`src/hw/rtl/turn_indicator_flasher_macros.svh`:
```
// ---------------------------------------------------------------------------
// Assertion macros for the turn indicator flasher.
// ---------------------------------------------------------------------------
`ifndef TURN_INDICATOR_FLASHER_MACROS_SVH
`define TURN_INDICATOR_FLASHER_MACROS_SVH

// Same-cycle implication, checked outside reset.
`define TIF_ASSERT_NOW(label, ante, cons, msg) \
  label: assert property (@(posedge clk) disable iff (rst) (ante) |-> (cons)) \
    else $error(msg);

// Next-cycle implication, checked outside reset.
`define TIF_ASSERT_NEXT(label, ante, cons, msg) \
  label: assert property (@(posedge clk) disable iff (rst) (ante) |=> (cons)) \
    else $error(msg);

`endif

```
`src/hw/rtl/tif_pkg.sv`:
```
// ---------------------------------------------------------------------------
// tif_pkg
// Types, constants and the per-side update function of the flasher.
// ---------------------------------------------------------------------------
package tif_pkg;

  typedef enum logic [1:0] {
    CMD_LAMP_REQ    = 2'd0,
    CMD_BLINK_START = 2'd1,
    CMD_BLINK_TICK  = 2'd2,
    CMD_OFF_TICK    = 2'd3
  } cmd_t;

  typedef enum logic {
    CFG_BLINK_PERIOD = 1'b0,
    CFG_BLINK_PAIRS  = 1'b1
  } cfg_index_t;

  localparam logic [15:0] TTC_NONE          = 16'd200;
  localparam logic [4:0]  OFF_LIMIT_MAX     = 5'd30;
  localparam logic [4:0]  OFF_LIMIT_MIN     = 5'd10;
  localparam logic [15:0] BLINK_PERIOD_RST  = 16'd50;
  localparam logic [6:0]  BLINK_PAIRS_RST   = 7'd3;

  typedef struct packed {
    logic        lamp_on;
    logic        blink_active;
    logic [7:0]  toggle_count;
    logic [16:0] blink_divider;
    logic        off_armed;
    logic [4:0]  off_counter;
    logic [4:0]  off_limit;
  } side_state_t;

  localparam side_state_t SIDE_RESET = '{
    lamp_on:       1'b0,
    blink_active:  1'b0,
    toggle_count:  8'd0,
    blink_divider: 17'd0,
    off_armed:     1'b0,
    off_counter:   5'd0,
    off_limit:     OFF_LIMIT_MAX
  };

  // State of one side after one event. 'hit' is high when the event names
  // this side; the off tick acts on both sides regardless.
  function automatic side_state_t side_next(
    input side_state_t cur,
    input cmd_t        cmd,
    input logic        hit,
    input logic        onoff,
    input logic [15:0] ttc,
    input logic [15:0] period,
    input logic [6:0]  pairs
  );
    side_state_t nxt;
    nxt = cur;
    case (cmd)
      CMD_LAMP_REQ: begin
        if (hit && !cur.blink_active) begin
          if (onoff) begin
            nxt.off_armed   = 1'b0;
            nxt.off_counter = 5'd0;
            nxt.lamp_on     = 1'b1;
            if (ttc != TTC_NONE && ttc < {11'd0, cur.off_limit}) begin
              nxt.off_limit = (ttc < {11'd0, OFF_LIMIT_MIN}) ? OFF_LIMIT_MIN : ttc[4:0];
            end
          end else begin
            nxt.off_armed = 1'b1;
          end
        end
      end
      CMD_BLINK_START: begin
        if (hit && onoff && !cur.blink_active) begin
          nxt.blink_active  = 1'b1;
          nxt.toggle_count  = 8'd0;
          nxt.blink_divider = 17'd0;
        end
      end
      CMD_BLINK_TICK: begin
        if (hit && cur.blink_active) begin
          if (cur.blink_divider > {1'b0, period}) begin
            if (cur.toggle_count < {pairs, 1'b0}) begin
              nxt.lamp_on      = ~cur.lamp_on;
              nxt.toggle_count = cur.toggle_count + 8'd1;
            end else begin
              nxt.lamp_on      = 1'b0;
              nxt.blink_active = 1'b0;
            end
            nxt.blink_divider = 17'd0;
          end else begin
            nxt.blink_divider = cur.blink_divider + 17'd1;
          end
        end
      end
      CMD_OFF_TICK: begin
        if (cur.off_armed) begin
          if (cur.off_counter > cur.off_limit) begin
            nxt.lamp_on     = 1'b0;
            nxt.off_counter = 5'd0;
            nxt.off_armed   = 1'b0;
            nxt.off_limit   = OFF_LIMIT_MAX;
          end else begin
            nxt.off_counter = cur.off_counter + 5'd1;
          end
        end
      end
      default: begin
        nxt = cur;
      end
    endcase
    return nxt;
  endfunction

endpackage

```
`src/hw/rtl/turn_indicator_flasher.sv`:
```
// ---------------------------------------------------------------------------
// turn_indicator_flasher
// Left/right turn indicator lamp controller with blink bursts and
// delayed lamp-off.
// ---------------------------------------------------------------------------
// The block takes one event beat per clock cycle while status beats are taken
// and returns a status beat in the cycle after each one. Each event is a lamp
// request, a blink start, a blink tick for one side or an off-delay tick for
// both sides; the status beat shows both lamps, both blink bursts and both
// pending delayed offs as they stand after that event. The only storage on
// the path is the per-side state register and the status output register,
// so the sustained rate is one event per cycle as long as the status beats
// are taken; a stalled status beat holds the input back only once the
// output register is full. Configuration writes take effect at once and are
// meant to be made while no event is in flight.
// ---------------------------------------------------------------------------
`include "turn_indicator_flasher_macros.svh"

module turn_indicator_flasher
  import tif_pkg::*;
(
  input  logic        clk,
  input  logic        rst,
  // Event stream.
  input  logic        s_axis_tvalid,
  output logic        s_axis_tready,
  input  logic [23:0] s_axis_tdata,   // [0] onoff, [16:1] ttc, rest zero
  input  logic [2:0]  s_axis_tuser,   // [1:0] cmd, [2] side
  // Status stream.
  output logic        m_axis_tvalid,
  input  logic        m_axis_tready,
  output logic [7:0]  m_axis_tdata,   // [0] left_lamp, [1] right_lamp,
                                      // [2] left_blinking, [3] right_blinking,
                                      // [4] left_off_pending,
                                      // [5] right_off_pending, rest zero
  // Configuration writes.
  input  logic        cfg_we,
  input  logic        cfg_index,
  input  logic [15:0] cfg_data
);

  // Configuration registers.
  logic [15:0] blink_period;
  logic [6:0]  blink_pairs;

  // Per-side state: index 0 is left, index 1 is right.
  side_state_t side_state [2];
  side_state_t side_state_next [2];

  logic        out_valid;
  logic [5:0]  out_status;

  logic        in_beat;
  cmd_t        ev_cmd;
  logic        ev_side;
  logic        ev_onoff;
  logic [15:0] ev_ttc;

  assign ev_cmd   = cmd_t'(s_axis_tuser[1:0]);
  assign ev_side  = s_axis_tuser[2];
  assign ev_onoff = s_axis_tdata[0];
  assign ev_ttc   = s_axis_tdata[16:1];

  // The output register frees up when its beat is taken, so a new event is
  // accepted in the same cycle that the previous status leaves.
  assign s_axis_tready = !out_valid || m_axis_tready;
  assign in_beat       = s_axis_tvalid && s_axis_tready;

  always_ff @(posedge clk) begin
    if (rst) begin
      blink_period <= BLINK_PERIOD_RST;
      blink_pairs  <= BLINK_PAIRS_RST;
    end else if (cfg_we) begin
      case (cfg_index)
        CFG_BLINK_PERIOD: blink_period <= cfg_data;
        CFG_BLINK_PAIRS:  blink_pairs  <= cfg_data[6:0];
        default:          blink_period <= blink_period;
      endcase
    end
  end

  // Both sides are updated in parallel; only the named side reacts to lamp
  // requests and blink commands, while the off tick reaches both.
  always_comb begin
    for (int s = 0; s < 2; s++) begin
      side_state_next[s] = side_next(side_state[s], ev_cmd, ev_side == s[0], ev_onoff,
                                     ev_ttc, blink_period, blink_pairs);
    end
  end

  always_ff @(posedge clk) begin
    if (rst) begin
      side_state[0] <= SIDE_RESET;
      side_state[1] <= SIDE_RESET;
    end else if (in_beat) begin
      side_state[0] <= side_state_next[0];
      side_state[1] <= side_state_next[1];
    end
  end

  always_ff @(posedge clk) begin
    if (rst) begin
      out_valid <= 1'b0;
    end else if (in_beat) begin
      out_valid <= 1'b1;
    end else if (m_axis_tready) begin
      out_valid <= 1'b0;
    end
  end

  // The status payload is captured from the next-state values so it shows
  // the sides exactly as the event left them.
  always_ff @(posedge clk) begin
    if (in_beat) begin
      out_status <= {side_state_next[1].off_armed, side_state_next[0].off_armed,
                     side_state_next[1].blink_active, side_state_next[0].blink_active,
                     side_state_next[1].lamp_on, side_state_next[0].lamp_on};
    end
  end

  assign m_axis_tvalid = out_valid;
  assign m_axis_tdata  = {2'b00, out_status};

  // An accepted event always leaves a status beat waiting.
  `TIF_ASSERT_NEXT(a_beat_follows, in_beat, m_axis_tvalid, "no status after event")

  // The status beat mirrors the state the event left behind.
  `TIF_ASSERT_NEXT(a_status_matches, in_beat,
    m_axis_tdata[0] == side_state[0].lamp_on && m_axis_tdata[1] == side_state[1].lamp_on &&
    m_axis_tdata[4] == side_state[0].off_armed && m_axis_tdata[5] == side_state[1].off_armed,
    "status differs from side state")

  // The off delay of each side stays between the minimum and the maximum.
  `TIF_ASSERT_NOW(a_limit_range, 1'b1,
    side_state[0].off_limit >= OFF_LIMIT_MIN && side_state[0].off_limit <= OFF_LIMIT_MAX &&
    side_state[1].off_limit >= OFF_LIMIT_MIN && side_state[1].off_limit <= OFF_LIMIT_MAX,
    "off delay out of range")

  // A left burst can only begin on a blink start for the left side.
  `TIF_ASSERT_NEXT(a_burst_start, in_beat && !side_state[0].blink_active &&
    side_state_next[0].blink_active, $past(ev_cmd) == CMD_BLINK_START && $past(ev_side) == 1'b0,
    "left burst began without blink start")

endmodule

```
`config.mk`:
```
export PLATFORM = sky130hd
export DESIGN_NAME = turn_indicator_flasher
export DESIGN_NICKNAME = d
export VERILOG_FILES = /design/src/hw/rtl/tif_pkg.sv /design/src/hw/rtl/turn_indicator_flasher.sv
export VERILOG_INCLUDE_DIRS = /design/src /design/src/hw/rtl
export SDC_FILE = /design/constraint.sdc
export NUM_CORES = 1
export LEC_CHECK = 0
export BUFFER_PORTS_ARGS = -buffer_cell sky130_fd_sc_hd__buf_2
export CELL_PAD_IN_SITES_DETAIL_PLACEMENT = 2
export CELL_PAD_IN_SITES_GLOBAL_PLACEMENT = 2
export CORE_AREA = 2 2 166 168
export DETAILED_ROUTE_END_ITERATION = 6
export DIE_AREA = 0 0 168 170
export MAX_ROUTING_LAYER = met4
export PLACE_DENSITY = 0.65
export REMOVE_ABC_BUFFERS = 1
export SKIP_CTS_REPAIR_TIMING = 1
export SLEW_MARGIN = 0
export SYNTH_ARGS = -nofsm -noshare
export SYNTH_HDL_FRONTEND = slang
export SYNTH_SLANG_ARGS = --single-unit
```
`constraint.sdc`:
```
create_clock -name clk -period 9.45 [get_ports clk]
set_input_delay 1.89 -clock clk [delete_from_list [all_inputs] [get_ports clk]]
set_output_delay 1.89 -clock clk [all_outputs]
set_load 0.01 [all_outputs]
```
==> impl_metrics.tcl, run 1 <==
set metrics [dict create \
    outcome "complete, no violations" \
    fill_cells 3010 \
    startpoint "s_axis_tuser[1]" \
    cp.buffers_inverters 3 \
    setup.worst_path.class "in -> reg" \
    grt_pass1_wl_um 30000 \
    core-area_um2 26700 \
    num_vias 5277 \
    cp.depth 10 \
    htree_levels 3 \
    report.final.slew_viol_count 0 \
    syn-cell-area_um2 6640 \
    layout.nets 874 \
    r2r_cells 7 \
    grtUsageTotal_pct 13.7 \
    async_flop_share_pct 0 \
    reg2reg_to "side_state[0][20]" \
    skew_ns 0.0106 \
    finalWirelength_um 18100 \
    cts_max_path_buffers 2 \
    clkTransAtPathRegs_ns 0.08 \
    vias_per_cell 4.80 \
    layout-drive-gt1-share_pct 9.10 \
    yosys_most_used_dff "edfxtp_1" \
    dp_hpwl_um 13900 \
    maxCapViolCount 0 \
    io_pins 59 \
    crit_path_start_kind "input port" \
    clock-sinks 106 \
    hp-class "reg -> reg" \
    critPathSlowestCell "nand2_1" \
    yosys_warnings 0 \
    slew_headroom_pct 40.6 \
    switching_share_pct 28.6 \
    use_met2_pct 22.7 \
    gr-usage-met1_pct 17.5 \
    min_period_ns 4.23 \
    numPortBuffers 49 \
    fmax_ghz 0.236 \
    p_clk_share_pct 35.1 \
    grt_setup_unrepaired "false" \
    avgRoutedWirePerCell_um 16.4 \
    dp_cells 1083 \
    worstPathArrival_ns 4.26 \
    crit_path_end "side_state[0][72]" \
    p_seq_share_pct 51.4 \
    grt_pass1_vias 5576 \
    ys_seq_area_share_pct 44.3 \
    cp.required_ns 9.48 \
    slowest_delay_ns 0.67 \
    synth_edf_count 82 \
    clk_latency_ns 0.37 \
    syn_inst 710 \
    p_switching_w 0.000307 \
    path_cells "buf_2 -> inv_1 -> ha_1 -> inv_1 -> nor2_1 -> a31oi_1 -> a21oi_1 -> nand2_1 -> nand2_1 -> and2_1" \
    period_share_pct 44.8 \
    total_leakage_power_nw 2.97 \
    yosysUniqueCellTypes 49 \
    drc_errors 0 \
    fin_cells 1100 \
    start_util_pct 24.9 \
    num_rows 60 \
    r2r_start "side_state[0][19]" \
    gr-max-usage-layer "met2" \
    cp_max_fo 18 \
    tightest_slew_ns 0.883 \
    power.share.combinational_pct 13.6 \
    antenna_found_initial 1 \
    holdWs_ns 0.457 \
    die_h_um 170 \
    overflow 0 \
    peakVddDrop_mv 0.0837 \
    routabilityCongestion 0.739 \
    met3_usage_pct 2.21 \
    reg2reg_slack_ns 6.38 \
    dieArea_um2 28600 \
    drt_iter0_markers 222 \
    cts_tree "done" \
    ant_nets 0 \
    first_pass_iters 4 \
    numCtsBuffers 9 \
    setup_violations 0 \
    p_int_w 0.000766 \
    timing_hold_violations_final 0 \
    ys_ff_latch 106 \
    fin_tns_setup_ns 0 \
    cp_top_family "simple AND/OR/NAND/NOR gates" \
    cp-end-kind "flip-flop" \
    avgSynthCellArea_um2 9.35 \
    die_x_um 168 \
    power_density_nw_per_um2 143 \
    grt_max_degree 22 \
    syn_to_final_growth_pct 13.1 \
    cts_root_buffer "clkbuf_16" \
]
==> synth_stat cells, types with 2 or more instances <==
| cell type | instances | area (um2) |
|---|---|---|
| a211oi_1 | 2 | 15.0 |
| a21boi_0 | 3 | 22.5 |
| a21o_1 | 11 | 82.6 |
| a21oi_1 | 50 | 250 |
| a31oi_1 | 11 | 68.8 |
| and2_1 | 9 | 56.3 |
| and3_1 | 16 | 100 |
| and4_1 | 2 | 17.5 |
| buf_4 | 2 | 15.0 |
| clkbuf_1 | 15 | 56.3 |
| dfxtp_1 | 24 | 480 |
| edfxtp_1 | 82 | 2460 |
| ha_1 | 72 | 901 |
| inv_1 | 49 | 184 |
| nand2_1 | 77 | 289 |
| nand2b_1 | 11 | 68.8 |
| nand3_1 | 46 | 230 |
| nand4_1 | 12 | 75.1 |
| nand4b_1 | 3 | 26.3 |
| nor2_1 | 86 | 323 |
| nor2b_1 | 10 | 62.6 |
| nor3_1 | 16 | 80.1 |
| nor4_1 | 2 | 12.5 |
| o211ai_1 | 4 | 30.0 |
| o21a_1 | 2 | 15.0 |
| o21ai_0 | 24 | 120 |
| o22a_1 | 2 | 17.5 |
| or3_1 | 2 | 12.5 |
| xnor2_1 | 13 | 114 |
| xor2_1 | 33 | 289 |
==> how the worst min path moves through the flow <==
stage | from | to | slack (ns) | cells after the start
detailed placement | blink_period[15] | blink_period[15] | 0.45 | 2
CTS | blink_pairs[5] | blink_pairs[5] | 0.46 | 2
finish | blink_period[15] | blink_period[15] | 0.46 | 2
floorplan | blink_pairs[2] | blink_pairs[2] | 0.43 | 2
global route | blink_pairs[5] | blink_pairs[5] | 0.48 | 2
global placement | blink_pairs[5] | blink_pairs[5] | 0.44 | 2
==> logic make-up after synthesis <==
family,after synthesis,share of synthesized area [%]
simple gates,297,21.1
compound gates,117,10.4
flops,106,44.3
fa+ha+maj,72,13.6
buf+inv,70,4.37
xor+xnor,46,6.07
other cells,1,0.0565
mux,1,0.151
==> power groups by stage <==
stage | clock, W | combinational [W] | sequential, W
2_1_floorplan | 0 | 0.0000931 | 0.000555
3_3_place_gp | 0 | 0.000143 | 0.000562
3_5_place_dp | 0 | 0.000149 | 0.000563
4_1_cts | 0.000390 | 0.000150 | 0.000552
5_1_grt | 0.000405 | 0.000170 | 0.000556
6_report | 0.000376 | 0.000145 | 0.000551
==> metrics by stage <==
stage	cell area, um2	power [W]	utilization [%]	worst slack, ns
3_5_place_dp	7230	0.000711	27.1	4.75
4_1_cts	7510	0.00109	28.2	5.17
5_1_grt	7510	0.00113	28.2	4.89
2_1_floorplan	6540	0.000648	-	5.22
3_3_place_gp	7230	0.000704	27.1	4.78
6_report	7510	0.00107	28.2	5.22
==> layer usage <==
metal  part of all wire [%]  routed length, um
met5                      0                  0
met4                    1.1                199
met3                    2.5                444
met2                     48               8740
met1                     48               8680
==> tightest hold or removal path: stages, from the launching register on <==
cell and delay (ns):
dfxtp_1 0.31, nand2_1 0.05, a21oi_1 0.05
==> cell type report <==
class	instances	area, um2	area share (%)
Antenna cell	1	2.50	0.0333
Clock buffer	9	225	3.00
Clock inverter	7	51.3	0.683
Inverter	49	184	2.45
Multi-Input combinational cell	535	3410	45.4
Sequential cell	106	2940	39.2
Tap cell	341	427	5.68
Timing Repair Buffer	52	268	3.57
==> layout by cell type (no fill, tap or decap), types with 2 or more instances in the layout <==
master,count
nor2_1,86
edfxtp_1,82
nand2_1,77
ha_1,72
a21oi_1,50
inv_1,49
buf_2,49
nand3_1,46
xor2_1,33
o21ai_0,24
dfxtp_1,24
nor3_1,16
and3_1,16
xnor2_1,13
nand4_1,12
nand2b_1,11
a21o_1,11
a31oi_1,11
nor2b_1,10
and2_1,9
clkbuf_16,9
o211ai_1,4
a21boi_0,3
nand4b_1,3
buf_4,3
o21a_1,2
a211oi_1,2
o22a_1,2
and4_1,2
or3_1,2
nor4_1,2
conb_1,2
inv_6,2
clkinv_2,2
==> sequential cells by signal, indices dropped and copies added (netlist names) <==
register and cells:
out_status 6, side_state 76, blink_pairs 7, blink_period 16, m_axis_tvalid 1
Note: power is estimated with default switching activity, not from simulation.
==> run 2, diff against run 1 <==
--- a/config.mk
+++ b/config.mk
@@ -13,7 +13,7 @@
 export DETAILED_ROUTE_END_ITERATION = 6
 export DIE_AREA = 0 0 168 170
 export MAX_ROUTING_LAYER = met4
-export PLACE_DENSITY = 0.65
+export PLACE_DENSITY = 0.68
 export REMOVE_ABC_BUFFERS = 1
 export SKIP_CTS_REPAIR_TIMING = 1
 export SLEW_MARGIN = 0
==> constraint.sdc (replaced) <==
create_clock -name clk -period 3.4 [get_ports clk]
set_input_delay 0.68 -clock clk [delete_from_list [all_inputs] [get_ports clk]]
set_output_delay 0.68 -clock clk [all_outputs]
set_load 0.01 [all_outputs]
==> impl_metrics.tcl, run 2 (synthesis gave the netlist of run 1 again) <==
set metrics [dict create \
    slew_headroom_pct 56.1 \
    fin_tns_setup_ns 0 \
    slowest_delay_ns 0.68 \
    clock-sinks 106 \
    grt_setup_unrepaired "false" \
    switching_share_pct 27.4 \
    grt_max_degree 20 \
    avgRoutedWirePerCell_um 16.3 \
    largest_register_ffs 76 \
    worstPathArrival_ns 3.12 \
    drc_errors 0 \
    outcome "complete, no violations" \
    ant_nets 0 \
    num_vias 5266 \
    period_share_pct 85.7 \
    antenna_found_initial 0 \
    regArea_um2 2940 \
    layout.nets 884 \
    drt_iter0_markers 205 \
    numCtsBuffers 9 \
    holdPathStages 2 \
    place_area_um2 7310 \
    grt_pass1_wl_um 30100 \
    core-area_um2 26700 \
    hp-class "reg -> reg" \
    cts_max_path_buffers 2 \
    cts_tree "done" \
    num_rows 60 \
    final_cell_area_um2 7610 \
    vias_per_cell 4.75 \
    routabilityCongestion 0.739 \
    setup.worst_path.class "reg -> reg" \
    cp_max_fo 17 \
    cp.required_ns 3.61 \
    total_leakage_power_nw 3.03 \
    grtUsageTotal_pct 13.7 \
    fill_cells 3010 \
    n_antenna_cell 0 \
    overflow 0 \
    dp_hpwl_um 14100 \
    min_period_ns 2.92 \
    numPortBuffers 49 \
    htree_levels 3 \
    io_pins 59 \
    power_w 0.00303 \
    multi_input_comb_area_um2 3410 \
    crit_path_start_kind "flip-flop" \
    peakVddDrop_mv 0.195 \
    report.final.slew_viol_count 0 \
    r2r_cells 8 \
    timing_hold_violations_final 0 \
    start_util_pct 24.9 \
    clkTransAtPathRegs_ns 0.07 \
    syn_to_final_growth_pct 14.6 \
    p_seq_share_pct 50.5 \
    top_register "side_state" \
    grt_pass1_vias 5766 \
    layout_common_cells "nor2_1, edfxtp_1, nand2_1" \
    critPathSlowestCell "or3b_1" \
    maxCapViolCount 0 \
    path_cells "ha_1 -> a21o_1 -> a21oi_1 -> nor2b_1 -> o41a_1 -> o21ai_2 -> or3b_1 -> nor2_1" \
    finalWirelength_um 18000 \
    power.share.combinational_pct 13.8 \
    setup_violations 0 \
    cts_root_buffer "clkbuf_16" \
    first_pass_iters 4 \
    reg.largest.list "side_state x76, blink_period x16, blink_pairs x7" \
    holdWs_ns 0.457 \
    p_clk_share_pct 35.7 \
    p_switching_w 0.000830 \
    power_density_nw_per_um2 398 \
    tightest_slew_ns 0.659 \
    clk_latency_ns 0.37 \
    fmax_ghz 0.343 \
    dieArea_um2 28600 \
    layout-drive-gt1-share_pct 10.3 \
    die_h_um 170 \
    p_int_w 0.00220 \
    final_common_cell "nor2_1" \
    skew_ns 0.00982 \
    cp-end-kind "flip-flop" \
    die_x_um 168 \
]
-- run 2: path summary, 6_finish.rpt --
path | from | end | slack, ns
worst max-delay path | side_state[0][55] | side_state[0][49] | 0.48
worst min register to register | blink_period[13] | blink_period[13] | 0.46
worst max register to register | side_state[0][55] | side_state[0][49] | 0.48
worst min-delay path | blink_period[13] | blink_period[13] | 0.46
-- run 2: cell type report --
cell class	instances	share of cell area, %
multi-input cells	535	44.8
clock buffers	12	3.52
flip-flops and latches	106	38.7
clock inverters	4	0.428
repair buffers	62	4.51
inverters	49	2.42
well taps	341	5.61
-- run 2: worst max-delay path, delay by kind of cell, from the launching register on --
kind / cells / cell delay [ns]
fa+ha+maj: 1 / 0.34
simple gates: 3 / 0.94
flops: 1 / 0.46
compound gates: 4 / 1.01
-- run 2: power groups by stage --
stage                     Combinational [W]  Clock (W)  Sequential [W]
after floorplan                    0.000259          0         0.00154
after global routing               0.000483    0.00118         0.00154
after global placement             0.000409          0         0.00156
final                              0.000418    0.00108         0.00153
after CTS                          0.000431    0.00113         0.00153
after detailed placement           0.000426          0         0.00156
-- run 2: metrics by stage --
step | cells | setup WS (ns) | util, %
floorplan | 690 | 0.384 | -
finish | 1109 | 0.485 | 28.5
detailed placement | 1093 | 0.479 | 27.4
CTS | 1109 | 0.452 | 28.5
global route | 1109 | 0.292 | 28.5
global placement | 1093 | 0.510 | 27.4
-- run 2: layer usage --
layer	track usage, %	part of all wire, %	vias to the layer above
met1	16.8	47	2598
met2	23.8	50	47
met5	-	0	-
li1	-	-	2606
met4	3.97	1.3	0
met3	1.72	2.0	15
==> run 3, diff against run 2 <==
--- a/config.mk
+++ b/config.mk
@@ -13,8 +13,7 @@
 export DETAILED_ROUTE_END_ITERATION = 6
 export DIE_AREA = 0 0 168 170
 export MAX_ROUTING_LAYER = met4
-export PLACE_DENSITY = 0.68
-export REMOVE_ABC_BUFFERS = 1
+export PLACE_DENSITY = 0.69
 export SKIP_CTS_REPAIR_TIMING = 1
 export SLEW_MARGIN = 0
 export SYNTH_ARGS = -nofsm -noshare
==> impl_metrics.tcl, run 3 (synthesis gave the netlist of run 1 again) <==
set metrics [dict create \
    outcome "complete, no violations" \
    die_x_um 168 \
    power_density_nw_per_um2 409 \
    cts_max_path_buffers 2 \
    clk_latency_ns 0.36 \
    numPortBuffers 49 \
    dp_hpwl_um 13900 \
    finalWirelength_um 18000 \
    drt_iter0_markers 263 \
    start_util_pct 24.9 \
    total_leakage_power_nw 3.01 \
    tightest_slew_ns 0.653 \
    grt_setup_unrepaired "false" \
    n_antenna_cell 0 \
    core-area_um2 26700 \
    drc_errors 0 \
    grt_pass1_wl_um 30400 \
    setup.worst_path.class "reg -> reg" \
    overflow 0 \
    cp-end-kind "flip-flop" \
    clkTransAtPathRegs_ns 0.08 \
    fin_tns_setup_ns 0 \
    crit_path_start_kind "flip-flop" \
    slew_headroom_pct 56.5 \
    final_util_pct 28.5 \
    cts_root_buffer "clkbuf_16" \
    fmax_ghz 0.344 \
    numCtsBuffers 9 \
    num_vias 5301 \
    htree_levels 3 \
    final_common_cell "nor2_1" \
    setup_slack_ns 0.492 \
    vias_per_cell 4.80 \
    fill_cells 2991 \
    worstPathArrival_ns 3.12 \
    first_pass_iters 4 \
    layout-drive-gt1-share_pct 9.82 \
    place_area_um2 7280 \
    peakVddDrop_mv 0.192 \
    antenna_found_initial 0 \
    setup_violations 0 \
    holdWs_ns 0.459 \
    largest_register_ffs 76 \
    avgRoutedWirePerCell_um 16.3 \
    period_share_pct 85.5 \
    io_pins 59 \
    hp-class "reg -> reg" \
    grtUsageTotal_pct 13.8 \
    final_cell_area_um2 7590 \
    grt_pass1_vias 5832 \
    min_period_ns 2.91 \
    maxCapViolCount 0 \
    skew_ns 0.0142 \
    die_h_um 170 \
    num_rows 60 \
    cts_tree "done" \
    top_register "side_state" \
    routabilityCongestion 0.737 \
    dieArea_um2 28600 \
    cp.required_ns 3.62 \
    timing_hold_violations_final 0 \
    clock-sinks 106 \
    layout_common_cells "nor2_1, edfxtp_1, nand2_1" \
    cp_max_fo 17 \
    layout.nets 880 \
    syn_to_final_growth_pct 14.4 \
    dp_slack_ns 0.473 \
    ant_nets 0 \
    report.final.slew_viol_count 0 \
    reg.largest.list "side_state x76, blink_period x16, blink_pairs x7" \
    grt_max_degree 22 \
]
## run 3: cell types whose count changed in the layout (fill, tap and decap cells not counted), sizes merged
| cell | delta |
|---|---|
| clkinv | -2 |
| bufinv | +2 |
| clkbuf | -2 |
| buf | -4 |
| clkinvlp | +2 |
## run 3: layer usage
| metal | share of wire, % | wire length [um] | vias up | track usage [%] |
|---|---|---|---|---|
| li1 | - | - | 2596 | - |
| met1 | 48 | 8620 | 2637 | 17.2 |
| met2 | 49 | 8830 | 53 | 23.4 |
| met3 | 1.8 | 330 | 15 | 1.70 |
| met4 | 1.5 | 267 | 0 | 4.23 |
| met5 | 0 | 0 | - | - |
## run 3: final timing paths
check	startpoint	to	slack (ns)	depth (start not counted)
worst max-delay path	side_state[0][55]	side_state[0][51]	0.49	8
worst max register to register	side_state[0][55]	side_state[0][51]	0.49	8
worst min register to register	blink_period[3]	blink_period[3]	0.46	2
worst min-delay path	blink_period[3]	blink_period[3]	0.46	2
## run 3: power by group
group          switching [W]  total [W]  internal, W
clock               0.000514    0.00116     0.000649
sequential         0.0000641    0.00153      0.00147
combinational       0.000251   0.000412     0.000162
total               0.000829    0.00311      0.00228
## run 3: per-stage QoR
step	cells	total power (W)
CTS	1105	0.00316
global route	1105	0.00327
finish	1105	0.00311
floorplan	711	0.00181
global placement	1089	0.00196
detailed placement	1089	0.00198
## run 3: cell type report
class	instances	area [um2]	share of cell area, %
flip-flops and latches	106	2940	38.8
repair buffers	58	313	4.12
well taps	341	427	5.62
clock inverters	6	88.8	1.17
clock buffers	10	229	3.02
inverters	49	184	2.42
multi-input cells	535	3410	44.9
## run 3: critical path: stages, from the launching register on
cell      delay [ns]
edfxtp_1        0.46
ha_1            0.34
a21o_1          0.16
a21oi_1         0.15
nor2b_1         0.07
o41a_1          0.41
o21ai_2         0.29
or3b_1          0.68
nor2_1          0.20
